**src/sv/cqf_pkg.sv**
```systemverilog
// Shared types, codes and helpers for the circular queue FIFO.
// Used by the front, command queue, back and top-level modules.
`default_nettype none

package cqf_pkg;

  localparam int DEPTH  = 16;
  localparam int PTR_W  = $clog2(DEPTH);
  localparam int WORD_W = 32;

  // operation codes on the input channel
  localparam logic [1:0] FUNC_PUSH = 2'd0;
  localparam logic [1:0] FUNC_POP  = 2'd1;
  localparam logic [1:0] FUNC_DUMP = 2'd2;
  localparam logic [1:0] FUNC_NOP  = 2'd3;

  // result status codes
  localparam logic [1:0] ST_OK        = 2'd0;
  localparam logic [1:0] ST_OVERFLOW  = 2'd1;
  localparam logic [1:0] ST_UNDERFLOW = 2'd2;
  localparam logic [1:0] ST_EMPTY     = 2'd3;

  typedef logic [PTR_W-1:0] ptr_t;

  typedef enum logic [1:0] {
    CMD_WRITE,
    CMD_READ,
    CMD_DUMP,
    CMD_STATUS
  } cmd_op_t;

  // one classified request handed from front to back
  typedef struct packed {
    cmd_op_t                   op;
    ptr_t                      addr;
    ptr_t                      end_addr;
    logic signed [WORD_W-1:0]  word;
    logic [1:0]                status;
  } cmd_t;

  function automatic ptr_t wrap_next(ptr_t p);
    return (p == ptr_t'(DEPTH - 1)) ? '0 : p + ptr_t'(1);
  endfunction

endpackage

`default_nettype wire

```
**src/sv/circular_queue_fifo.sv**
```systemverilog
// Top level of the circular queue FIFO: front end, command queue, back end.
// Depends on cqf_pkg, cqf_front, cqf_cmd_queue and cqf_back.
//
// Ring-buffer FIFO of DEPTH signed 32-bit words driven by push, pop and dump
// requests. Push, pop and error/empty requests each give one result and run
// at one request per cycle while the output is not stalled and no dump runs;
// the result reaches the output via the command queue, read stage and output
// register. A dump of n stored words gives n results, one per cycle while the
// output is not stalled, since the back end reads the slot memory through its
// single read port; during that time the front keeps accepting requests until
// the two-entry command queue fills, then stalls. Opcode 3 is accepted and
// gives no result. No clearing pass is needed after reset.
`default_nettype none

module circular_queue_fifo (
  input  wire logic                        clk,
  input  wire logic                        rst,
  input  wire logic                        in_valid,
  output logic                             in_stall,
  input  wire logic [1:0]                  func,
  input  wire logic signed [cqf_pkg::WORD_W-1:0] push_value,
  output logic                             out_valid,
  input  wire logic                        out_stall,
  output logic [1:0]                       status,
  output logic signed [cqf_pkg::WORD_W-1:0] word,
  output logic                             last
);
  import cqf_pkg::*;

  cmd_t front_cmd;
  cmd_t back_cmd;
  logic cmd_push, cmd_full, cmd_valid, cmd_pop;

  cqf_front u_front (
    .clk        (clk),
    .rst        (rst),
    .in_valid   (in_valid),
    .in_stall   (in_stall),
    .func       (func),
    .push_value (push_value),
    .cmd_full   (cmd_full),
    .cmd_push   (cmd_push),
    .cmd        (front_cmd)
  );

  cqf_cmd_queue u_queue (
    .clk      (clk),
    .rst      (rst),
    .push     (cmd_push),
    .push_cmd (front_cmd),
    .full     (cmd_full),
    .valid    (cmd_valid),
    .pop      (cmd_pop),
    .head_cmd (back_cmd)
  );

  cqf_back u_back (
    .clk       (clk),
    .rst       (rst),
    .cmd_valid (cmd_valid),
    .cmd       (back_cmd),
    .cmd_pop   (cmd_pop),
    .out_valid (out_valid),
    .out_stall (out_stall),
    .status    (status),
    .word      (word),
    .last      (last)
  );

endmodule

`default_nettype wire

```
**src/sv/cqf_front.sv**
```systemverilog
// Front end: accepts requests, tracks head/tail/empty and classifies each
// request into a back-end command. Depends on cqf_pkg.
`default_nettype none

module cqf_front (
  input  wire logic                        clk,
  input  wire logic                        rst,
  input  wire logic                        in_valid,
  output logic                             in_stall,
  input  wire logic [1:0]                  func,
  input  wire logic signed [cqf_pkg::WORD_W-1:0] push_value,
  input  wire logic                        cmd_full,
  output logic                             cmd_push,
  output cqf_pkg::cmd_t                    cmd
);
  import cqf_pkg::*;

  ptr_t head, head_next;
  ptr_t tail, tail_next;
  logic is_empty, is_empty_next;
  logic accept;

  assign in_stall = cmd_full;
  assign accept   = in_valid && !cmd_full;

  always_comb begin
    head_next     = head;
    tail_next     = tail;
    is_empty_next = is_empty;
    cmd_push      = 1'b0;
    cmd.op        = CMD_STATUS;
    cmd.addr      = head;
    cmd.end_addr  = tail;
    cmd.word      = push_value;
    cmd.status    = ST_OK;
    if (accept) begin
      case (func)
        FUNC_PUSH: begin
          cmd_push = 1'b1;
          if (is_empty) begin
            head_next     = '0;
            tail_next     = '0;
            is_empty_next = 1'b0;
            cmd.op        = CMD_WRITE;
            cmd.addr      = '0;
          end else if (wrap_next(tail) == head) begin
            cmd.op     = CMD_STATUS;
            cmd.status = ST_OVERFLOW;
          end else begin
            tail_next = wrap_next(tail);
            cmd.op    = CMD_WRITE;
            cmd.addr  = wrap_next(tail);
          end
        end
        FUNC_POP: begin
          cmd_push = 1'b1;
          if (is_empty) begin
            cmd.op     = CMD_STATUS;
            cmd.status = ST_UNDERFLOW;
          end else begin
            cmd.op   = CMD_READ;
            cmd.addr = head;
            if (head == tail) begin
              head_next     = '0;
              tail_next     = '0;
              is_empty_next = 1'b1;
            end else begin
              head_next = wrap_next(head);
            end
          end
        end
        FUNC_DUMP: begin
          cmd_push = 1'b1;
          if (is_empty) begin
            cmd.op     = CMD_STATUS;
            cmd.status = ST_EMPTY;
          end else begin
            cmd.op = CMD_DUMP;
          end
        end
        default: begin
          cmd_push = 1'b0;
        end
      endcase
    end
  end

  always_ff @(posedge clk) begin
    if (rst) begin
      head     <= '0;
      tail     <= '0;
      is_empty <= 1'b1;
    end else begin
      head     <= head_next;
      tail     <= tail_next;
      is_empty <= is_empty_next;
    end
  end

  a_empty_ptrs: assert property (@(posedge clk) disable iff (rst)
    is_empty |-> (head == '0) && (tail == '0))
    else $error("empty queue with nonzero pointers");

  a_no_push_full: assert property (@(posedge clk) disable iff (rst)
    cmd_push |-> !cmd_full)
    else $error("command pushed into full queue");

  a_nop_silent: assert property (@(posedge clk) disable iff (rst)
    (accept && (func == FUNC_NOP)) |=> $stable(head) && $stable(tail) && $stable(is_empty))
    else $error("unused opcode changed state");

endmodule

`default_nettype wire

```
**src/sv/cqf_cmd_queue.sv**
```systemverilog
// Two-entry command queue between front and back ends.
// Depends on cqf_pkg for the command type.
`default_nettype none

module cqf_cmd_queue (
  input  wire logic          clk,
  input  wire logic          rst,
  input  wire logic          push,
  input  wire cqf_pkg::cmd_t push_cmd,
  output logic               full,
  output logic               valid,
  input  wire logic          pop,
  output cqf_pkg::cmd_t      head_cmd
);
  import cqf_pkg::*;

  cmd_t entry [2];
  logic wr_ptr;
  logic rd_ptr;
  logic [1:0] count;
  logic do_pop;

  assign full     = (count == 2'd2);
  assign valid    = (count != 2'd0);
  assign head_cmd = entry[rd_ptr];
  assign do_pop   = pop && valid;

  always_ff @(posedge clk) begin
    if (push) begin
      entry[wr_ptr] <= push_cmd;
    end
  end

  always_ff @(posedge clk) begin
    if (rst) begin
      wr_ptr <= 1'b0;
      rd_ptr <= 1'b0;
      count  <= 2'd0;
    end else begin
      if (push) wr_ptr <= !wr_ptr;
      if (do_pop) rd_ptr <= !rd_ptr;
      case ({push, do_pop})
        2'b10:   count <= count + 2'd1;
        2'b01:   count <= count - 2'd1;
        default: count <= count;
      endcase
    end
  end

endmodule

`default_nettype wire

```
**src/sv/cqf_back.sv**
```systemverilog
// Back end: slot memory, dump sequencer, read stage and output register.
// Executes commands from the command queue in order. Depends on cqf_pkg.
`default_nettype none

module cqf_back (
  input  wire logic                  clk,
  input  wire logic                  rst,
  input  wire logic                  cmd_valid,
  input  wire cqf_pkg::cmd_t         cmd,
  output logic                       cmd_pop,
  output logic                       out_valid,
  input  wire logic                  out_stall,
  output logic [1:0]                 status,
  output logic signed [cqf_pkg::WORD_W-1:0] word,
  output logic                       last
);
  import cqf_pkg::*;

  logic signed [WORD_W-1:0] mem [DEPTH];
  logic signed [WORD_W-1:0] rd_data;

  // dump sequencer
  logic dumping, dumping_next;
  ptr_t dump_i, dump_i_next;
  ptr_t dump_end, dump_end_next;

  // read stage
  logic p_valid;
  logic p_from_mem, p_from_mem_next;
  logic [1:0] p_status, p_status_next;
  logic signed [WORD_W-1:0] p_word, p_word_next;
  logic p_last, p_last_next;

  logic o_load, p_free, issue;
  logic mem_we, mem_re;
  ptr_t raddr;

  assign o_load = p_valid && (!out_valid || !out_stall);
  assign p_free = !p_valid || o_load;

  always_comb begin
    issue           = 1'b0;
    cmd_pop         = 1'b0;
    mem_we          = 1'b0;
    mem_re          = 1'b0;
    raddr           = dump_i;
    dumping_next    = dumping;
    dump_i_next     = dump_i;
    dump_end_next   = dump_end;
    p_from_mem_next = 1'b1;
    p_status_next   = ST_OK;
    p_word_next     = cmd.word;
    p_last_next     = 1'b1;
    if (p_free) begin
      if (dumping) begin
        issue       = 1'b1;
        mem_re      = 1'b1;
        raddr       = dump_i;
        p_last_next = (dump_i == dump_end);
        dump_i_next = wrap_next(dump_i);
        if (dump_i == dump_end) dumping_next = 1'b0;
      end else if (cmd_valid) begin
        issue   = 1'b1;
        cmd_pop = 1'b1;
        case (cmd.op)
          CMD_WRITE: begin
            mem_we          = 1'b1;
            p_from_mem_next = 1'b0;
          end
          CMD_READ: begin
            mem_re = 1'b1;
            raddr  = cmd.addr;
          end
          CMD_DUMP: begin
            mem_re      = 1'b1;
            raddr       = cmd.addr;
            p_last_next = (cmd.addr == cmd.end_addr);
            if (cmd.addr != cmd.end_addr) begin
              dumping_next  = 1'b1;
              dump_i_next   = wrap_next(cmd.addr);
              dump_end_next = cmd.end_addr;
            end
          end
          default: begin
            // error or empty status: no memory access, word is zero
            p_from_mem_next = 1'b0;
            p_status_next   = cmd.status;
            p_word_next     = '0;
          end
        endcase
      end
    end
  end

  always_ff @(posedge clk) begin
    if (mem_we) mem[cmd.addr] <= cmd.word;
    if (mem_re) rd_data <= mem[raddr];
  end

  always_ff @(posedge clk) begin
    if (rst) begin
      dumping   <= 1'b0;
      p_valid   <= 1'b0;
      out_valid <= 1'b0;
    end else begin
      dumping <= dumping_next;
      if (p_free) p_valid <= issue;
      if (o_load) out_valid <= 1'b1;
      else if (!out_stall) out_valid <= 1'b0;
    end
  end

  always_ff @(posedge clk) begin
    dump_i   <= dump_i_next;
    dump_end <= dump_end_next;
    if (issue) begin
      p_from_mem <= p_from_mem_next;
      p_status   <= p_status_next;
      p_word     <= p_word_next;
      p_last     <= p_last_next;
    end
    if (o_load) begin
      status <= p_status;
      word   <= p_from_mem ? rd_data : p_word;
      last   <= p_last;
    end
  end

  a_err_zero: assert property (@(posedge clk) disable iff (rst)
    (out_valid && (status != ST_OK)) |-> (word == '0) && last)
    else $error("error result with nonzero word or without last");

  a_dump_holds_queue: assert property (@(posedge clk) disable iff (rst)
    dumping |-> !cmd_pop)
    else $error("command taken during dump");

  a_one_access: assert property (@(posedge clk) disable iff (rst)
    !(mem_we && mem_re))
    else $error("memory read and write issued together");

endmodule

`default_nettype wire
```
**config.mk**
```make
export PLATFORM = sky130hd
export DESIGN_NAME = circular_queue_fifo
export DESIGN_NICKNAME = d
export VERILOG_FILES = /design/src/sv/cqf_pkg.sv /design/src/sv/circular_queue_fifo.sv /design/src/sv/cqf_front.sv /design/src/sv/cqf_cmd_queue.sv /design/src/sv/cqf_back.sv
export SDC_FILE = /design/constraint.sdc
export NUM_CORES = 1
export LEC_CHECK = 0
export BUFFER_PORTS_ARGS = -buffer_cell sky130_fd_sc_hd__buf_2
export CORE_UTILIZATION = 55
export CTS_CLUSTER_SIZE = 24
export DETAILED_ROUTE_END_ITERATION = 12
export PLACE_DENSITY = 0.75
export RECOVER_POWER = 25
export SETUP_SLACK_MARGIN = 0.02
export SLEW_MARGIN = 20
export SYNTH_ARGS = -nofsm -noshare
export SYNTH_HDL_FRONTEND = slang
export SYNTH_HIERARCHICAL = 1
export SYNTH_SLANG_ARGS = --single-unit
```
**constraint.sdc**
```tcl
create_clock -name clk -period 15.05 [get_ports clk]
set_clock_uncertainty 0.15 [all_clocks]
set_input_delay 3.7625 -clock clk [delete_from_list [all_inputs] [get_ports clk]]
set_output_delay 3.7625 -clock clk [all_outputs]
set_load 0.02 [all_outputs]
```
==> flow_summary.toml, run 1 <==
[die]
placementRows = 86
dieArea_um2 = 57100
fp.coreArea_um2 = 55300
start_util = 0.558
die_y_um = 239
io_pins = 75
die_w_um = 239

[routing]
drc_errors = 0
wire_per_inst_um = 27.9
drt_wl_total_mm = 78.1
drtIter0Drc = 2561
vias_per_cell = 6.87
ant_nets = 1
dr.pass1.iters = 12
vias = 19192

[worst_setup_path]
worstSetupStartpointType = "input pin"
reg2reg_to = "u_back/rd_data[19]"
r2r_cells = 13
crit_required_ns = 15.23
cp-end-kind = "register"
worst-setup-path-type = "in2reg"
startpoint = "out_stall"
cp.arrival_ns = 7.66
r2r_slack_ns = 8.16
worst-path-max-fanout = 70
endpoint = "u_back/rd_data[19]"

[sta]
hold_violations = 0
fin_ws_ns = 7.56
slew_headroom = -0.746
layout_min_cycle_time_ns = 7.49
setup_violations = 0
timing.fmax_ghz = 0.134
rsz0062_at_grt = "no"
worst_pin_slew_ns = 2.62
period_share = 0.497
final_max_slew_viol_count = 78
fin_tns_setup_ns = 0

[pwr]
p_clk_frac = 0.280
intPower_mw = 4.30
p_seq_frac = 0.418
swShare = 0.332
peakVddDrop_v = 0.000140
total_power_mw = 6.44
combPwrFrac = 0.302
p_sw_mw = 2.14
p_leak_nw = 10.8
p_per_area_nw_per_um2 = 187

[clock_network]
post_cts_buffers = 0
clkLatencyLatePin_ns = 0.62
ctsHoldBuffers = 0
cts_tree = "built"
cts_buffer_depth = 3
cts_sinks = 728
path_clk_slew_ns = 0.06
cts_root_buf = "clkbuf_16"
cts_max_level = 3
postCtsResizedCells = 0
cts-buffers-inserted = 72

[grt]
use_met3 = 0.0510
met2_usage = 0.430
grt_max_degree = 98
grtUsageTotal = 0.277
grt_pass1_vias = 18982
grt_use_met1 = 0.383
grt_pass1_wl_mm = 117
antenna_found_initial = 2
busiest_layer = "met2"
overflow = 0

[placed_design]
hpwl_mm = 44.3
io_buffers = 74
globalplace.congestion = 0.860
place_ws_ns = 7.07

[synth]
synth_common_cells = "711 x edfxtp_1, 117 x mux2_2, 89 x o211ai_1"
ys_types = 79
seq_area_frac_synth = 0.702
postSynthAreaPerCell_um2 = 15.7
yosysTopAreaCellShare = 0.691
synthArstFlopShare = 0
ys_warn_count = 6
synthCells = 1968
synth_area_leader_cell = "edfxtp_1"
ys_dominant_reg_cell = "edfxtp_1"
synth-edff-count = 711
syn-num-nets = 2017
post-synth-top-count-cell = "edfxtp_1"
syn_area_um2 = 30900
ys_ff_latch = 728
synthTopCellsByArea = "edfxtp_1 69%, mux2_2 4.3%, a211o_1 2.4%, o311ai_0 2.4%, o211ai_1 2.2%"

[layout]
area_growth_pct = 11.2
fin_nets = 2035
drive_gt1_frac = 0.176

[outcome]
status = "finished with violations"
violations = "antenna violations, max-capacitance violations, max-slew violations"

[job]
cap_violations = 2

[worst_hold_path]
hold_class = "reg2reg"
[how the worst min path moves through the flow]
stage	start	to	slack (ns)	depth (start not counted)
5_1_grt	u_back/p_last	u_back/last	0.29	0
3_3_place_gp	u_back/p_status[0]	u_back/status[0]	0.25	0
6_report	u_back/p_status[1]	u_back/status[1]	0.28	0
4_1_cts	u_back/p_status[1]	u_back/status[1]	0.28	0
3_5_place_dp	u_back/p_last	u_back/last	0.27	0
2_1_floorplan	u_back/p_last	u_back/last	0.25	0
[routing by layer]
layer	up-vias	routed length, µm
met2	1285	36300
met5	-	0
li1	8138	-
met1	9558	30100
met3	211	8850
met4	0	2840
[power by group through the flow]
| stage | logic (mW) | clock network (mW) | registers (mW) |
|---|---|---|---|
| floorplan | 1.24 | 0 | 2.74 |
| global placement | 1.84 | 0 | 2.73 |
| detailed placement | 1.91 | 0 | 2.73 |
| CTS | 1.92 | 1.82 | 2.69 |
| global route | 2.05 | 1.90 | 2.70 |
| finish | 1.95 | 1.80 | 2.69 |
[critical path, stage by stage]
cell	delay [ns]
buf_2	0.14
and3_1	0.74
nor3_4	0.06
buf_4	0.32
nor2_4	0.16
buf_4	0.76
buf_4	0.70
nand2_2	0.46
o221ai_1	0.34
o211ai_1	0.13
[per-stage QoR]
| step | area (µm²) | std cells | utilization | hold slack [ns] |
|---|---|---|---|---|
| after global placement | 31800 | 2653 | 0.575 | 0.253 |
| final | 34300 | 2794 | 0.621 | 0.278 |
| after CTS | 34300 | 2786 | 0.620 | 0.281 |
| after detailed placement | 31900 | 2658 | 0.578 | 0.266 |
| after global routing | 34300 | 2788 | 0.621 | 0.293 |
| after floorplan | 30900 | 1968 | - | 0.250 |
[layout make-up]
cell class,instances,area [µm²]
Inverter,9,33.8
Fill cell,3869,21000
Sequential cell,728,21700
Clock buffer,95,1950
Timing Repair Buffer,118,798
Multi-Input combinational cell,1057,8530
Antenna cell,6,15.0
Tap cell,748,936
Clock inverter,33,388
[logic make-up after synthesis]
kind of cell | Yosys count | synth area share
AOI/OAI and AO/OA | 537 | 0.141
xor gates and xnor gates | 23 | 0.00652
adders and majority gates | 11 | 0.00446
buffers and inverters | 183 | 0.0288
DFF | 728 | 0.702
muxes | 155 | 0.0594
and+or+nand+nor | 331 | 0.0578
[cell usage in the layout (no fill, tap or decap), types with 13 or more instances in the layout]
master and instances:
edfxtp_1 711, o211ai_1 89, a211o_1 85, mux2_2 83
o311ai_0 83, clkbuf_16 75, buf_2 74, nand3_1 61
and2_1 61, nand2_1 47, nor3_1 41, a2bb2oi_1 40
o21ai_0 36, mux2_1 34, buf_4 34, nor2_1 30
a32oi_1 27, mux2i_1 27, a222oi_1 26, o221ai_1 26
a21oi_1 25, clkbuf_1 22, a211oi_1 21, nor2_4 18
dfxtp_1 17, xnor2_1 16, clkinv_1 14, o22ai_1 14
o311a_1 13
[registers in the layout, summed over array words and instances (netlist names), 2 cells and up, named ones only]
| name | flops |
|---|---|
| u_back/rd_data | 32 |
| u_queue/entry | 88 |
| u_back/word | 32 |
| u_back/dump_i | 4 |
| u_queue/count | 2 |
| u_back/p_status | 2 |
| u_back/dump_end | 4 |
| u_front/tail | 4 |
| u_back/p_word | 32 |
| u_back/status | 2 |
| u_back/mem | 512 |
| u_front/head | 4 |
Note: power is estimated with default switching activity, not from simulation.
==> inputs of run 2 (changes only) <==
--- a/config.mk
+++ b/config.mk
@@ -5,6 +5,7 @@
 export SDC_FILE = /design/constraint.sdc
 export NUM_CORES = 1
 export LEC_CHECK = 0
+export ABC_AREA = 1
 export BUFFER_PORTS_ARGS = -buffer_cell sky130_fd_sc_hd__buf_2
 export CORE_UTILIZATION = 55
 export CTS_CLUSTER_SIZE = 24
==> constraint.sdc (replaced) <==
create_clock -name clk -period 7.32 [get_ports clk]
set_clock_uncertainty 0.15 [all_clocks]
set_input_delay 1.83 -clock clk [delete_from_list [all_inputs] [get_ports clk]]
set_output_delay 1.83 -clock clk [all_outputs]
set_load 0.02 [all_outputs]
==> run 2 against run 1 <==
Clock power rose by 99%. Design area rose by 1.5%. The run ends with max-capacitance violations, max-slew violations left. Sequential power rose by 100%. Largest cell class unchanged. Global-route usage fell by 1.3 points. Hold slack lost 0.010 ns. Routed wire length fell by 1.6%. Sequential share of layout area shrank 0.94 points. Via count up 7.5%.
==> flow_summary.toml, run 2 <==
[outcome]
status = "finished with violations"
violations = "max-capacitance violations, max-slew violations"

[sta]
layout_min_cycle_time_ns = 4.71
final_max_slew_viol_count = 33
timing.fmax_ghz = 0.212
setup_violations = 0
slew_headroom = -0.834
worst_pin_slew_ns = 2.75
period_share = 0.644
fin_tns_setup_ns = 0
rsz0062_at_grt = "no"
hold_violations = 0

[synth]
synth_xor_area_frac = 0.00411
syn-num-nets = 2866
synth_top_family_by_area = "simple AND/OR/NAND/NOR gates"
synthTopCellsByArea = "edfxtp_1 67%, nand3_1 9.8%, inv_1 7.0%, nand2_1 5.6%, mux2_4 1.9%"
yosysTopAreaCellShare = 0.669
synth_mux_area_frac = 0.0315
syn_area_um2 = 31900
ys_warn_count = 6
ys_types = 35
synth-edff-count = 711
seq_area_frac_synth = 0.679
synth_compound_area_frac = 0.00568
yosys.area_share.simple = 0.170
ys_dominant_reg_cell = "edfxtp_1"
synth-adder-area-share = 0.00431
postSynthAreaPerCell_um2 = 11.3
synthArstFlopShare = 0
synth_area_leader_cell = "edfxtp_1"
synth_common_cells = "711 x edfxtp_1, 622 x nand3_1, 599 x inv_1"
post-synth-top-count-cell = "edfxtp_1"
ys_ff_latch = 728
synthCells = 2817

[placed_design]
io_buffers = 74
place_area_um2 = 32700
hpwl_mm = 41.6
globalplace.congestion = 0.855

[layout]
area_growth_pct = 9.18
largest_register_ffs = 512
drive_gt1_frac = 0.100
largest-register = "u_back/mem"
final_cell_area_um2 = 34900
largestRegisters = "u_back/mem: 512 flops, u_queue/entry: 88 flops"
final_cell_mix = "711 x edfxtp_1, 623 x nand3_1, 597 x inv_1, 476 x nand2_1, 75 x clkbuf_16"
final_common_cell = "edfxtp_1"
fin_nets = 2892

[routing]
wire_per_inst_um = 21.0
drt_wl_total_mm = 76.9
dr.pass1.iters = 5
drtIter0Drc = 2200
vias = 20631
drc_errors = 0
ant_nets = 0
vias_per_cell = 5.65

[die]
die_y_um = 243
fp.coreArea_um2 = 56800
io_pins = 75
dieArea_um2 = 59000
die_w_um = 243
start_util = 0.562
placementRows = 87

[clock_network]
cts_buffer_depth = 3
path_clk_slew_ns = 0.06
cts_root_buf = "clkbuf_16"
cts_tree = "built"
cts_max_level = 3
clkLatencyLatePin_ns = 0.61
post_cts_buffers = 0
cts-buffers-inserted = 72
postCtsResizedCells = 0
cts_sinks = 728
ctsHoldBuffers = 0

[worst_hold_path]
hold_class = "reg2reg"
worstHoldStart = "u_back/p_last"

[worst_setup_path]
worst-setup-path-type = "in2reg"
cp-end-kind = "register"
cp.arrival_ns = 4.92
worstSetupStartpointType = "input pin"
crit_required_ns = 7.52
worst-path-max-fanout = 117
startpoint = "out_stall"

[job]
cap_violations = 1

[grt]
antenna_found_initial = 4
overflow = 0
grtUsageTotal = 0.264
grt_pass1_wl_mm = 118
grt_pass1_vias = 21057
grt_max_degree = 118

[pwr]
peakVddDrop_v = 0.000245
p_per_area_nw_per_um2 = 360
p_leak_nw = 14.5
==> run 2: cell count changes after synthesis, moves of 28 or more <==
cell | before | now
nand3_1 | 61 | 622
mux2_4 | 0 | 40
o311ai_0 | 83 | 0
a211o_1 | 85 | 0
mux2_2 | 117 | 36
nand2_1 | 49 | 476
clkbuf_1 | 84 | 21
inv_1 | 9 | 599
o211ai_1 | 89 | 0
o21ai_0 | 36 | 8
nor3_1 | 45 | 5
a2bb2oi_1 | 40 | 0
buf_2 | 42 | 71
and2_1 | 62 | 0
==> run 2: critical path, stage by stage <==
cell and delay (ns):
clkbuf_1 0.24, nand3_1 0.42, nand2_4 0.34, nand2_4 0.31, nand2_8 0.72, buf_4 0.46
nand2_1 0.10, nand3_1 0.11, nand3_1 0.12, nand3_1 0.13, nand2_1 0.08
==> run 2: cells by family after synthesis <==
kind of cell / Yosys count
buffers and inverters: 771
multiplexers: 76
AND/OR/NAND/NOR: 1184
XOR/XNOR: 15
AO/OA/AOI/OAI: 32
adder cells (fa/ha/maj): 11
flip-flops: 728
==> run 2: cell type report <==
class	count	area (µm²)
Multi-Input combinational cell	1318	6990
Clock inverter	39	315
Sequential cell	728	21700
Inverter	604	2270
Timing Repair Buffer	119	697
Fill cell	4237	22000
Clock buffer	88	1950
Tap cell	756	946
Antenna cell	1	2.50
==> run 2: metrics by stage <==
step	utilization	setup WS [ns]	cells	power [mW]	hold slack [ns]
after floorplan	-	2.16	2817	8.00	0.250
after global placement	0.575	2.60	3524	8.87	0.265
after detailed placement	0.575	2.49	3524	9.00	0.256
after CTS	0.615	2.86	3651	12.6	0.276
after global routing	0.613	2.45	3652	13.1	0.298
final	0.613	2.61	3653	12.6	0.268
==> run 2: worst paths after layout <==
check,end,slack [ns],cells past startpoint
min reg2reg,u_back/last,0.27,0
min,u_back/last,0.27,0
max,u_back/rd_data[28],2.61,11
max reg2reg,u_back/rd_data[28],2.76,11
==> run 2: metal layers <==
| layer | wire [µm] | track usage | vias to the layer above |
|---|---|---|---|
| met1 | 29200 | 0.343 | 9791 |
| li1 | - | - | 9317 |
| met5 | 27 | 0 | - |
| met3 | 8180 | 0.0461 | 260 |
| met2 | 36300 | 0.432 | 1259 |
| met4 | 3150 | 0.124 | 4 |
==> run 2: where the power goes <==
| group | total [mW] | internal [mW] | leakage (nW) | switching, mW |
|---|---|---|---|---|
| combinational | 3.59 | 0.966 | 6.75 | 2.62 |
| sequential | 5.38 | 5.27 | 6.60 | 0.110 |
| clock | 3.58 | 2.06 | 1.10 | 1.52 |
